**config.mk**
```make
export PLATFORM = sky130hd
export DESIGN_NAME = double_ended_queue
export DESIGN_NICKNAME = d
export VERILOG_FILES = /design/src/rtl/dq_pkg.sv /design/src/rtl/dq_ram.sv /design/src/rtl/dq_ctrl.sv /design/src/rtl/dq_dp.sv /design/src/rtl/double_ended_queue.sv
export VERILOG_INCLUDE_DIRS = /design/src /design/src/rtl
export SDC_FILE = /design/constraint.sdc
export NUM_CORES = 1
export LEC_CHECK = 0
export ABC_AREA = 1
export BUFFER_PORTS_ARGS = -buffer_cell sky130_fd_sc_hd__clkbuf_2
export CAP_MARGIN = 20
export CORE_UTILIZATION = 36
export CTS_CLUSTER_DIAMETER = 30
export DETAILED_ROUTE_END_ITERATION = 6
export GPL_ROUTABILITY_DRIVEN = 0
export PLACE_DENSITY_LB_ADDON = 0.05
export SETUP_SLACK_MARGIN = 0.4
export SYNTH_ARGS = -nofsm -noshare
export SYNTH_HDL_FRONTEND = slang
export SYNTH_SLANG_ARGS = --single-unit
```
**constraint.sdc**
```tcl
create_clock -name clk_i -period 4.85 [get_ports clk_i]
set_input_delay 0.2425 -clock clk_i [delete_from_list [all_inputs] [get_ports clk_i]]
set_output_delay 0.2425 -clock clk_i [all_outputs]
set_load 0.005 [all_outputs]
```
**src/rtl/assert_macros.svh**
```systemverilog
// ----------------------------------------------------------------------------
// assert_macros.svh
// Concurrent assertion helpers shared by the deque RTL. Empty in synthesis.
// ----------------------------------------------------------------------------
`ifndef ASSERT_MACROS_SVH
`define ASSERT_MACROS_SVH

`ifndef SYNTHESIS

// Check a property on every rising clock edge outside reset
`define DQ_ASSERT(name, clk, rst_n, prop) \
  name: assert property (@(posedge clk) disable iff (!(rst_n)) (prop)) \
    else $error("deque assertion failed");

// Check that a condition never holds outside reset
`define DQ_ASSERT_NEVER(name, clk, rst_n, cond) \
  name: assert property (@(posedge clk) disable iff (!(rst_n)) !(cond)) \
    else $error("deque assertion failed");

`else

`define DQ_ASSERT(name, clk, rst_n, prop)
`define DQ_ASSERT_NEVER(name, clk, rst_n, cond)

`endif

`endif

```
**src/rtl/dq_pkg.sv**
```systemverilog
// ----------------------------------------------------------------------------
// dq_pkg
// Shared constants, codes and control types of the double-ended queue.
// ----------------------------------------------------------------------------
package dq_pkg;

  // Ring geometry
  localparam int DEPTH  = 16;
  localparam int IDX_W  = (DEPTH > 1) ? $clog2(DEPTH) : 1;
  localparam int CNT_W  = $clog2(DEPTH + 1);
  localparam int WORD_W = 32;
  localparam int OP_W   = 3;
  localparam int ST_W   = 2;

  // Operation codes
  typedef enum logic [OP_W-1:0] {
    OP_PUSH_FRONT = 3'd0,
    OP_PUSH_BACK  = 3'd1,
    OP_POP_FRONT  = 3'd2,
    OP_POP_BACK   = 3'd3,
    OP_PEEK_FRONT = 3'd4,
    OP_PEEK_BACK  = 3'd5
  } dq_op_e;

  // Result status codes
  typedef enum logic [ST_W-1:0] {
    ST_OK    = 2'd0,
    ST_EMPTY = 2'd1,
    ST_FULL  = 2'd2
  } dq_status_e;

  // Controller states
  typedef enum logic [1:0] {
    S_IDLE,
    S_EXEC,
    S_READ,
    S_OUT
  } dq_state_e;

  // Controller to datapath commands
  typedef struct packed {
    logic load;     // capture the incoming beat
    logic exec;     // apply the operation to the ring
    logic take_rd;  // capture the word read from the ring
  } dq_cmd_t;

  // Datapath to controller status
  typedef struct packed {
    logic mem_read; // the operation reads a stored word
  } dq_sts_t;

endpackage

```
**src/rtl/dq_ram.sv**
```systemverilog
// ----------------------------------------------------------------------------
// dq_ram
// Generic single-write, single-read RAM with registered read data.
// ----------------------------------------------------------------------------
module dq_ram #(
  parameter int WIDTH = 32,
  parameter int DEPTH = 16
) (
  input  logic                                      clk_i,
  input  logic                                      we_i,
  input  logic [((DEPTH > 1) ? $clog2(DEPTH) : 1)-1:0] waddr_i,
  input  logic [WIDTH-1:0]                          wdata_i,
  input  logic                                      re_i,
  input  logic [((DEPTH > 1) ? $clog2(DEPTH) : 1)-1:0] raddr_i,
  output logic [WIDTH-1:0]                          rdata_o
);

  logic [WIDTH-1:0] mem_q [DEPTH];
  logic [WIDTH-1:0] rdata_q;

  // Write port
  always_ff @(posedge clk_i) begin
    if (we_i) begin
      mem_q[waddr_i] <= wdata_i;
    end
  end

  // Registered read port
  always_ff @(posedge clk_i) begin
    if (re_i) begin
      rdata_q <= mem_q[raddr_i];
    end
  end

  assign rdata_o = rdata_q;

endmodule

```
**src/rtl/dq_ctrl.sv**
```systemverilog
// ----------------------------------------------------------------------------
// dq_ctrl
// Sequencer of the deque: takes one beat, runs it through the ring and
// presents the result until the consumer takes it.
// ----------------------------------------------------------------------------
`include "assert_macros.svh"

module dq_ctrl
  import dq_pkg::*;
(
  input  logic    clk_i,
  input  logic    rst_ni,
  input  logic    in_valid_i,
  output logic    in_stall_o,
  output logic    out_valid_o,
  input  logic    out_stall_i,
  output dq_cmd_t cmd_o,
  input  dq_sts_t sts_i
);

  dq_state_e state_q, state_d;

  // State register
  always_ff @(posedge clk_i or negedge rst_ni) begin
    if (!rst_ni) begin
      state_q <= S_IDLE;
    end else begin
      state_q <= state_d;
    end
  end

  // Next state and commands
  always_comb begin
    state_d     = state_q;
    cmd_o       = '0;
    in_stall_o  = 1'b1;
    out_valid_o = 1'b0;
    case (state_q)
      S_IDLE: begin
        in_stall_o = 1'b0;
        if (in_valid_i) begin
          cmd_o.load = 1'b1;
          state_d    = S_EXEC;
        end
      end
      S_EXEC: begin
        cmd_o.exec = 1'b1;
        state_d    = sts_i.mem_read ? S_READ : S_OUT;
      end
      S_READ: begin
        cmd_o.take_rd = 1'b1;
        state_d       = S_OUT;
      end
      S_OUT: begin
        out_valid_o = 1'b1;
        if (!out_stall_i) begin
          state_d = S_IDLE;
        end
      end
      default: begin
        state_d = S_IDLE;
      end
    endcase
  end

  // A read of the ring always passes through S_READ to wait for the RAM
  `DQ_ASSERT(a_read_wait, clk_i, rst_ni, (state_q == S_EXEC && sts_i.mem_read) |=> (state_q == S_READ))
  // No second beat is taken while one is in flight
  `DQ_ASSERT(a_one_item, clk_i, rst_ni, (in_valid_i && !in_stall_o) |=> in_stall_o)
  // Once the result beat leaves, the input opens again
  `DQ_ASSERT(a_reopen, clk_i, rst_ni, (out_valid_o && !out_stall_i) |=> !in_stall_o)

endmodule

```
**src/rtl/dq_dp.sv**
```systemverilog
// ----------------------------------------------------------------------------
// dq_dp
// Datapath of the deque: head index, word count, ring storage and the
// result register.
// ----------------------------------------------------------------------------
`include "assert_macros.svh"

module dq_dp
  import dq_pkg::*;
(
  input  logic                     clk_i,
  input  logic                     rst_ni,
  input  dq_cmd_t                  cmd_i,
  output dq_sts_t                  sts_o,
  input  logic [OP_W-1:0]          opcode_i,
  input  logic signed [WORD_W-1:0] data_value_i,
  output logic signed [WORD_W-1:0] read_value_o,
  output logic [ST_W-1:0]          status_o,
  output logic [CNT_W-1:0]         entry_count_o,
  output logic                     is_empty_o
);

  localparam int SUM_W = IDX_W + 2;

  dq_op_e              op_q;
  logic [WORD_W-1:0]   data_q;
  logic [IDX_W-1:0]    head_q, head_d;
  logic [CNT_W-1:0]    count_q, count_d;
  logic [WORD_W-1:0]   rd_q, rd_d;
  dq_status_e          st_q, st_d;

  logic                full, empty, push;
  logic [IDX_W-1:0]    head_inc, head_dec, tail_slot, back_slot;
  logic [SUM_W-1:0]    end_sum;
  logic                we, re;
  logic [IDX_W-1:0]    waddr, raddr;
  logic [WORD_W-1:0]   ram_rdata;

  // Fold a sum below twice the depth back into the ring
  function automatic logic [IDX_W-1:0] wrap(input logic [SUM_W-1:0] x);
    logic [SUM_W-1:0] r;
    r = (x >= SUM_W'(DEPTH)) ? (x - SUM_W'(DEPTH)) : x;
    return r[IDX_W-1:0];
  endfunction

  // Capture the incoming beat
  always_ff @(posedge clk_i) begin
    if (cmd_i.load) begin
      op_q   <= dq_op_e'(opcode_i);
      data_q <= data_value_i;
    end
  end

  // Ring positions
  assign full      = (count_q == CNT_W'(DEPTH));
  assign empty     = (count_q == '0);
  assign head_inc  = (head_q == IDX_W'(DEPTH - 1)) ? '0 : head_q + IDX_W'(1);
  assign head_dec  = (head_q == '0) ? IDX_W'(DEPTH - 1) : head_q - IDX_W'(1);
  assign end_sum   = SUM_W'(head_q) + SUM_W'(count_q);
  assign tail_slot = wrap(end_sum);
  assign back_slot = wrap(end_sum - SUM_W'(1));
  assign push      = (op_q == OP_PUSH_FRONT) || (op_q == OP_PUSH_BACK);

  // Decode the operation
  always_comb begin
    head_d  = head_q;
    count_d = count_q;
    rd_d    = '0;
    st_d    = ST_OK;
    we      = 1'b0;
    re      = 1'b0;
    waddr   = head_dec;
    raddr   = head_q;
    case (op_q)
      OP_PUSH_FRONT: begin
        if (full) begin
          st_d = ST_FULL;
        end else begin
          we      = 1'b1;
          waddr   = head_dec;
          head_d  = head_dec;
          count_d = count_q + CNT_W'(1);
        end
      end
      OP_PUSH_BACK: begin
        if (full) begin
          st_d = ST_FULL;
        end else begin
          we      = 1'b1;
          waddr   = tail_slot;
          count_d = count_q + CNT_W'(1);
        end
      end
      OP_POP_FRONT, OP_PEEK_FRONT: begin
        if (empty) begin
          rd_d = '1;
          st_d = ST_EMPTY;
        end else begin
          re    = 1'b1;
          raddr = head_q;
          if (op_q == OP_POP_FRONT) begin
            head_d  = head_inc;
            count_d = count_q - CNT_W'(1);
          end
        end
      end
      OP_POP_BACK, OP_PEEK_BACK: begin
        if (empty) begin
          rd_d = '1;
          st_d = ST_EMPTY;
        end else begin
          re    = 1'b1;
          raddr = back_slot;
          if (op_q == OP_POP_BACK) begin
            count_d = count_q - CNT_W'(1);
          end
        end
      end
      default: begin
        st_d = ST_OK;
      end
    endcase
  end

  // Advance the ring pointers
  always_ff @(posedge clk_i or negedge rst_ni) begin
    if (!rst_ni) begin
      head_q  <= '0;
      count_q <= '0;
    end else if (cmd_i.exec) begin
      head_q  <= head_d;
      count_q <= count_d;
    end
  end

  // Hold the result fields
  always_ff @(posedge clk_i) begin
    if (cmd_i.exec) begin
      rd_q <= rd_d;
      st_q <= st_d;
    end else if (cmd_i.take_rd) begin
      rd_q <= ram_rdata;
    end
  end

  // Ring storage
  dq_ram #(
    .WIDTH (WORD_W),
    .DEPTH (DEPTH)
  ) u_ram (
    .clk_i   (clk_i),
    .we_i    (cmd_i.exec && we),
    .waddr_i (waddr),
    .wdata_i (data_q),
    .re_i    (cmd_i.exec && re),
    .raddr_i (raddr),
    .rdata_o (ram_rdata)
  );

  assign sts_o.mem_read = re;

  assign read_value_o  = rd_q;
  assign status_o      = st_q;
  assign entry_count_o = count_q;
  assign is_empty_o    = empty;

  // The count never passes the ring size
  `DQ_ASSERT_NEVER(a_cnt_bound, clk_i, rst_ni, count_q > CNT_W'(DEPTH))
  // The head always points inside the ring
  `DQ_ASSERT_NEVER(a_head_bound, clk_i, rst_ni, head_q > IDX_W'(DEPTH - 1))
  // A rejected push leaves the count alone
  `DQ_ASSERT(a_full_hold, clk_i, rst_ni, (cmd_i.exec && push && full) |=> $stable(count_q))

endmodule

```
**src/rtl/double_ended_queue.sv**
```systemverilog
// ----------------------------------------------------------------------------
// double_ended_queue
// Double-ended queue of signed 32-bit words in a ring of DEPTH entries:
// push, pop or peek at either end, one result beat per operation.
// ----------------------------------------------------------------------------
//  channel | direction | handshake               | payload
//  --------+-----------+-------------------------+----------------------------
//  in      | consumer  | in_valid_i / in_stall_o | opcode_i, data_value_i
//  out     | producer  | out_valid_o/out_stall_i | read_value_o, status_o,
//          |           |                         | entry_count_o, is_empty_o
//
//  A beat passes capture, execute and present before the input is free again,
//  plus a read step when a stored word is popped or peeked: the ring RAM
//  has a registered read port. An output stall holds the present step.
//  Reset empties the queue (head and count to zero); RAM contents are kept.
//  The input stalls while a beat is in flight or its result waits.
// ----------------------------------------------------------------------------
module double_ended_queue
  import dq_pkg::*;
(
  input  logic                     clk_i,
  input  logic                     rst_ni,
  input  logic                     in_valid_i,
  output logic                     in_stall_o,
  input  logic [OP_W-1:0]          opcode_i,
  input  logic signed [WORD_W-1:0] data_value_i,
  output logic                     out_valid_o,
  input  logic                     out_stall_i,
  output logic signed [WORD_W-1:0] read_value_o,
  output logic [ST_W-1:0]          status_o,
  output logic [CNT_W-1:0]         entry_count_o,
  output logic                     is_empty_o
);

  dq_cmd_t cmd;
  dq_sts_t sts;

  // Sequencer
  dq_ctrl u_ctrl (
    .clk_i       (clk_i),
    .rst_ni      (rst_ni),
    .in_valid_i  (in_valid_i),
    .in_stall_o  (in_stall_o),
    .out_valid_o (out_valid_o),
    .out_stall_i (out_stall_i),
    .cmd_o       (cmd),
    .sts_i       (sts)
  );

  // Ring and result datapath
  dq_dp u_dp (
    .clk_i         (clk_i),
    .rst_ni        (rst_ni),
    .cmd_i         (cmd),
    .sts_o         (sts),
    .opcode_i      (opcode_i),
    .data_value_i  (data_value_i),
    .read_value_o  (read_value_o),
    .status_o      (status_o),
    .entry_count_o (entry_count_o),
    .is_empty_o    (is_empty_o)
  );

endmodule

```
==> summary.txt, run 1 <==
CTS tree: built
PortBufs: 80
Leading area contributor after synthesis: edfxtp_1
Num CTS Buffers: 153
Vias/cell: 4.875
DRC: 0
Reg clk slew, reported paths: 0.04 ns
# rows: 99
Worst R2R End: u_dp.u_ram.rdata_o[13]$_DFFE_PP_
Global-route wire length before repair: 117.5 mm
Syn_area_per_cell: 11.14 sq um
Endpoint, Worst Hold: u_dp.data_q[8]$_DFFE_PP_
DP Cell Count: 3,366
PostCTS Resize Cnt: 0
Worst hold margin: 0.2466 ns
Final setup margin: 1.280 ns
CTS root buf: clkbuf_16
Wire per inst: 21.40 microns
Final Cycle Share: 73.60%
Number of global-route vias before repair: 18,100
Total Die Area: 75,760 sq um
CP startpoint kind: register
Largest net degree at the start of global routing: 129
Seq/Total Area, Yosys: 69.51%
R2R depth: 9
Max_slew headroom: 25.60%
Antenna violations before repair: 0
HP Start: data_value_i[8]
Setup TNS: 0 ns
Post-synth top area share: 68.49%
Count leader, synth: edfxtp_1
Worst min path class: primary input to register
Num Clock Sinks: 624
Yosys cell types: 33
Die Span Y: 275.2 microns
Synth Cell Area: 26,880 sq um
Number of setup violations in the final report: 0
Clk_skew: 0.02350 ns
Final Non-Filler Cells: 3,694
Number of enable flip-flop cells after synthesis: 613
Pre-CTS setup slack: 1.240 ns
WHS Path Cells: 2
Clk_lat worst skew: 0.71 ns
Outcome: finished, final reports clean
Slew Viols, Final: 0
P&R area growth vs syn: 27.16%
Mapped Cells: 2,413
Pwr Density: 718.2 nW/um^2
TritonRoute pass-1 iters: 6
Measured slew at the worst slew-check pin: 1.116 ns
Post-synthesis async set-or-reset flop share: 1.763%
Core ar.: 73,450 sq um
DRT antenna net count: 0
Worst EP required: 5.29 ns
CP max FO: 110
Main flop type after synthesis: edfxtp_1
Final Hold Fails: 0
Crit path from: u_dp.entry_count_o[0]$_DFFE_PN0P_
Post-synthesis net count: 2,467
Clock buffer depth: 3
Post-synthesis register bit count: 624
Peak VDD IR: 0.5979 mV
DIE WIDTH: 275.2 microns
RSZ-0062 raised after global routing: false
Detailed-placement wirelength estimate: 41.08 mm
Gr usage total: 21.37%
Fin crit period: 3.570 ns
Worst EP arrival: 4.01 ns
CP Capture Type: register
H-tree depth: 4
GRT overflow: 0
IO Count: 81
Initial Utilization: 36.59%
Number of setup buffers added after CTS: 0
Synth Warn #: 0
WS Path Type: register to register
LEAKAGE: 14.15 nW
DRT Wirelength: 79.06 mm
Final net count: 2,658
Dominant cells by area after synthesis: edfxtp_1 68%, nand3_1 9.9%, nand2_1 6.8%
Maxcap violations: 0
Fmax: 280.1 MHz
Commonest cells in the synthesized netlist: 613 x edfxtp_1, 529 x nand3_1, 488 x nand2_1
Internal reg-to-reg setup slack: 1.28 ns
DR vias: 18,010
Worst flop-to-flop path startpoint: u_dp.entry_count_o[0]$_DFFE_PN0P_
Initial DRC count: 1,214
Layout cell share with drive strength beyond 1: 14.52%
==> timing repair <==
item                       CTS  global route
hold buffers                40             0
setup endpoints to repair    0             0
hold endpoints to repair    48             0
==> power by group <==
group	switching (mW)	leakage, nW	internal, mW
combinational	5.16	5.95	2.06
clock	3.19	2.51	7.00
sequential	0.380	5.69	6.76
total	8.73	14.1	15.8
==> stage by stage <==
stage / area [sq um] / util (%) / total power, mW
after floorplan: 26880 / - / 11.64
after global placement: 28520 / 38.82 / 14.49
after detailed placement: 28520 / 38.82 / 14.52
after CTS: 34120 / 46.45 / 24.85
after global routing: 34180 / 46.53 / 25.86
final: 34180 / 46.53 / 24.55
==> per-layer routing <==
metal  vias to the layer above  track usage (%)  part of all wire, %
met1                      8848            29.25                   46
met5                         -                0                    0
li1                       8535                -                    -
met4                         0            8.316                  2.5
met2                       486            33.48                   46
met3                       138            4.193                  5.1
==> how the worst max path moves through the flow <==
stage	endpoint	slack [ns]	cells past startpoint
2_1_floorplan	u_dp.u_ram.rdata_o[0]$_DFFE_PP_	1.17	4
3_3_place_gp	u_dp.u_ram.rdata_o[13]$_DFFE_PP_	1.26	9
3_5_place_dp	u_dp.u_ram.mem_q[12][15]$_DFFE_PP_	1.24	10
4_1_cts	u_dp.u_ram.mem_q[12][13]$_DFFE_PP_	1.23	10
5_1_grt	u_dp.u_ram.rdata_o[13]$_DFFE_PP_	1.03	9
6_report	u_dp.u_ram.rdata_o[13]$_DFFE_PP_	1.28	9
==> final cells by class <==
class                           instances  area [sq um]
Sequential cell                       624         18680
Timing Repair Buffer                  160          1291
Clock buffer                          174          3950
Inverter                              451          1695
Multi-Input combinational cell       1214          6102
Clock inverter                        111          1255
Tap cell                              959          1200
Fill cell                            6788         39280
Antenna cell                            1         2.502
==> flip-flops by register name (all words and copies together) (netlist names) <==
| name | flops |
|---|---|
| u_dp.head_q | 4 |
| u_dp.op_q | 3 |
| u_dp.read_value_o | 32 |
| u_dp.data_q | 32 |
| u_dp.u_ram.rdata_o | 32 |
| u_ctrl.state_q | 2 |
| u_dp.u_ram.mem_q | 512 |
| u_dp.entry_count_o | 5 |
| u_dp.status_o | 2 |
==> cells by family (layout without fill, tap and decap cells) <==
kind of cell	Yosys count	count (layout)	synth area share [%]
xor+xnor	9	9	0.2932
buf+inv	575	896	8.565
simple gates	1157	1157	20.22
other cells	0	1	0
fa+ha+maj	15	15	0.7541
compound gates	33	33	0.6610
flops	624	624	69.51
==> layout by cell type, fill, tap and decap left out, types with 3 or more instances in the layout <==
cell / instances
inv_6: 10
clkinv_1: 32
nand3b_1: 96
o21ai_0: 21
nand3_4: 3
xor2_1: 4
dfrtp_1: 11
clkinvlp_4: 14
inv_2: 6
ha_1: 12
clkinv_4: 3
nand2_1: 486
nand2_4: 4
nor2_1: 13
bufinv_16: 22
xnor2_1: 5
inv_1: 443
inv_16: 3
buf_4: 26
dlygate4sd3_1: 40
nor2_4: 17
clkbuf_16: 155
clkinv_8: 3
buf_12: 12
nand3_1: 529
clkinv_2: 24
clkbuf_2: 80
clkbuf_1: 19
a21oi_1: 5
edfxtp_1: 613
==> worst max-delay path: stages, from the launching register on <==
cell and delay, ns:
dfrtp_1 0.48, ha_1 0.41, nand3_4 0.52, nand2_8 0.90, buf_12 0.35, nand2_1 0.09, nand3_1 0.15, nand3_1 0.11
nand3_1 0.14, nand2_1 0.06
Power figures use the tool's default switching activity.
==> inputs of run 2 (changes only) <==
- clock period: 4.85 -> 3.5 ns (I/O delays scaled with it)
==> run 2 against run 1 <==
  * Highest routed layer unchanged
  * Final cell count grew 0.84%
  * Power rose by 38%
  * Fmax is 21% higher
  * Wire length is 1.6% higher
  * Design area up 1.2%
  * Critical path depth is 3 higher
  * Setup slack got worse by 0.73 ns
  * First-iteration DRC count increased by 18%
  * Utilization increased by 0.54 points
==> summary.txt, run 2 (synthesized netlist as in run 1, its figures left out) <==
CTS root buf: clkbuf_16 (unchanged)
Max reg flops: 512 (unchanged)
Peak VDD IR: 0.6369 mV (was 0.5979 mV)
Share of power burned in the clock network: 39.7% (was 41.5%)
Number of global-route vias before repair: 18,420 (was 18,100)
Number of setup violations in the final report: 0 (unchanged)
Final net count: 2,698 (was 2,658)
Maxcap violations: 0 (unchanged)
LEAKAGE: 14.38 nW (was 14.15 nW)
Switching share of power: 35.81% (was 35.57%)
Die Span Y: 275.2 microns (unchanged)
Clk_skew: 0.03096 ns (was 0.02350 ns)
Sequential Power Share: 29.2% (was 29.1%)
Measured slew at the worst slew-check pin: 0.7954 ns (was 1.116 ns)
DRC: 0 (unchanged)
Fmax: 339.0 MHz (was 280.1 MHz)
Num CTS Buffers: 149 (was 153)
TritonRoute pass-1 iters: 5 (was 6)
Fillers: 6,747 (was 6,788)
NetSw: 12.13 mW (was 8.731 mW)
CP startpoint kind: register (unchanged)
Global-route wire length before repair: 118.6 mm (was 117.5 mm)
Reg clk slew, reported paths: 0.05 ns (was 0.04 ns)
Commonest cells after routing, fill and taps aside: 613 x edfxtp_1, 528 x nand3_1, 486 x nand2_1, 443 x inv_1, 151 x clkbuf_16 (was 613 x edfxtp_1, 529 x nand3_1, 486 x nand2_1, 443 x inv_1, 155 x clkbuf_16)
Register with the most flip-flops: u_dp.u_ram.mem_q (unchanged)
Comb pwr share: 31.1% (was 29.4%)
Clock buffer depth: 3 (unchanged)
P&R area growth vs syn: 28.64% (was 27.16%)
Initial Utilization: 36.59% (unchanged)
Clk_lat worst skew: 0.72 ns (was 0.71 ns)
Setup TNS: 0 ns (unchanged)
Tot Pwr: 33.87 mW (was 24.55 mW)
Detailed-placement wirelength estimate: 44.31 mm (was 41.08 mm)
Outcome: finished, final reports clean (unchanged)
Pint: 21.74 mW (was 15.82 mW)
Antenna violations before repair: 0 (unchanged)
Worst hold margin: 0.1659 ns (was 0.2466 ns)
Num Clock Sinks: 624 (unchanged)
Gr usage total: 21.56% (was 21.37%)
H-tree depth: 4 (unchanged)
DRT antenna net count: 0 (unchanged)
Final Cycle Share: 84.28% (was 73.60%)
Final Hold Fails: 0 (unchanged)
GRT overflow: 0 (unchanged)
Core ar.: 73,450 sq um (unchanged)
WS Path Type: register to register (unchanged)
DR vias: 18,280 (was 18,010)
ANT cells: 0 (was 1)
PortBufs: 80 (unchanged)
Most common cell after layout, fill and taps aside: edfxtp_1 (unchanged)
Fin crit period: 2.950 ns (was 3.570 ns)
Total Die Area: 75,760 sq um (unchanged)
Slew Viols, Final: 0 (unchanged)
CP Capture Type: register (unchanged)
RSZ-0062 raised after global routing: false (unchanged)
# rows: 99 (unchanged)
Worst min path class: primary input to register (unchanged)
Max_slew headroom: 46.89% (was 25.60%)
CP max FO: 31 (was 110)
IO Count: 81 (unchanged)
Worst EP arrival: 3.41 ns (was 4.01 ns)
Worst EP required: 3.96 ns (was 5.29 ns)
CTS tree: built (unchanged)
Initial DRC count: 1,427 (was 1,214)
Wire per inst: 21.57 microns (was 21.40 microns)
Layout cell share with drive strength beyond 1: 15.87% (was 14.52%)
DRT Wirelength: 80.35 mm (was 79.06 mm)
DIE WIDTH: 275.2 microns (unchanged)
Pwr Density: 979.6 nW/um^2 (was 718.2 nW/um^2)
Vias/cell: 4.907 (was 4.875)
Largest net degree at the start of global routing: 86 (was 129)
## run 2: cell type report
class / count / area [sq um] / area share [%]
Clock buffer: 171 / 3832 / 11.08
Clock inverter: 102 / 1082 / 3.130
Inverter: 451 / 1698 / 4.910
Multi-Input combinational cell: 1214 / 6113 / 17.68
Sequential cell: 624 / 18680 / 54.04
Tap cell: 959 / 1200 / 3.470
Timing Repair Buffer: 204 / 1967 / 5.688
## run 2: worst paths after layout
check	startpoint	endpoint	slack, ns	cells after the start
setup reg to reg	u_dp.entry_count_o[0]$_DFFE_PN0P_	u_dp.u_ram.rdata_o[1]$_DFFE_PP_	0.55	12
hold / removal	data_value_i[1]	u_dp.data_q[1]$_DFFE_PP_	0.17	2
min in group asynchronous	rst_ni	u_dp.entry_count_o[4]$_DFFE_PN0P_	0.54	3
max in group asynchronous	rst_ni	u_dp.entry_count_o[0]$_DFFE_PN0P_	2.54	3
setup / recovery	u_dp.entry_count_o[0]$_DFFE_PN0P_	u_dp.u_ram.rdata_o[1]$_DFFE_PP_	0.55	12
hold reg to reg	u_dp.entry_count_o[4]$_DFFE_PN0P_	u_dp.entry_count_o[4]$_DFFE_PN0P_	0.50	1
## run 2: worst max-delay path, cell delays in order (launching register included)
cell and delay, ns:
dfrtp_2 0.46, ha_1 0.25, fa_1 0.53, inv_1 0.07, ha_1 0.28, nand3_1 0.12, nand2_4 0.12, buf_4 0.19
clkbuf_16 0.22, nand3_1 0.12, nand3_1 0.12, nand3_1 0.11, nand2_1 0.07
## run 2: per-layer routing
metal / up-vias / track usage [%] / routed length (microns)
li1: 8598 / - / -
met1: 9078 / 28.26 / 35950
met2: 472 / 35.55 / 38570
met3: 129 / 4.132 / 4041
met4: 0 / 7.880 / 1779
met5: - / 0 / 0
## run 2: stage by stage
step / setup slack (ns) / instance area [sq um] / utilization, % / instances
after global placement: 0.5139 / 29190 / 39.74 / 3410
after CTS: 0.4651 / 34510 / 46.98 / 3723
after detailed placement: 0.4758 / 29190 / 39.74 / 3410
after global routing: 0.4143 / 34580 / 47.07 / 3725
final: 0.5502 / 34580 / 47.07 / 3725
after floorplan: -0.02324 / 26890 / - / 2413
## run 2: power groups by stage
stage	Clock (mW)	Sequential (mW)	Combinational, mW
floorplan	0	9.82	6.31
global placement	0	10.0	10.5
detailed placement	0	10.0	10.4
CTS	13.6	9.90	10.5
global route	14.0	9.95	11.6
finish	13.4	9.87	10.5
## run 2: timing repair
| action | 4_1_cts | 5_1_grt |
|---|---|---|
| hold buffers | 40 | 0 |
| endpoints found under the setup margin | 0 | 79 |
| buffers inserted | 0 | 1 |
| gates resized for setup | 0 | 8 |
| endpoints found under the hold margin | 48 | 0 |
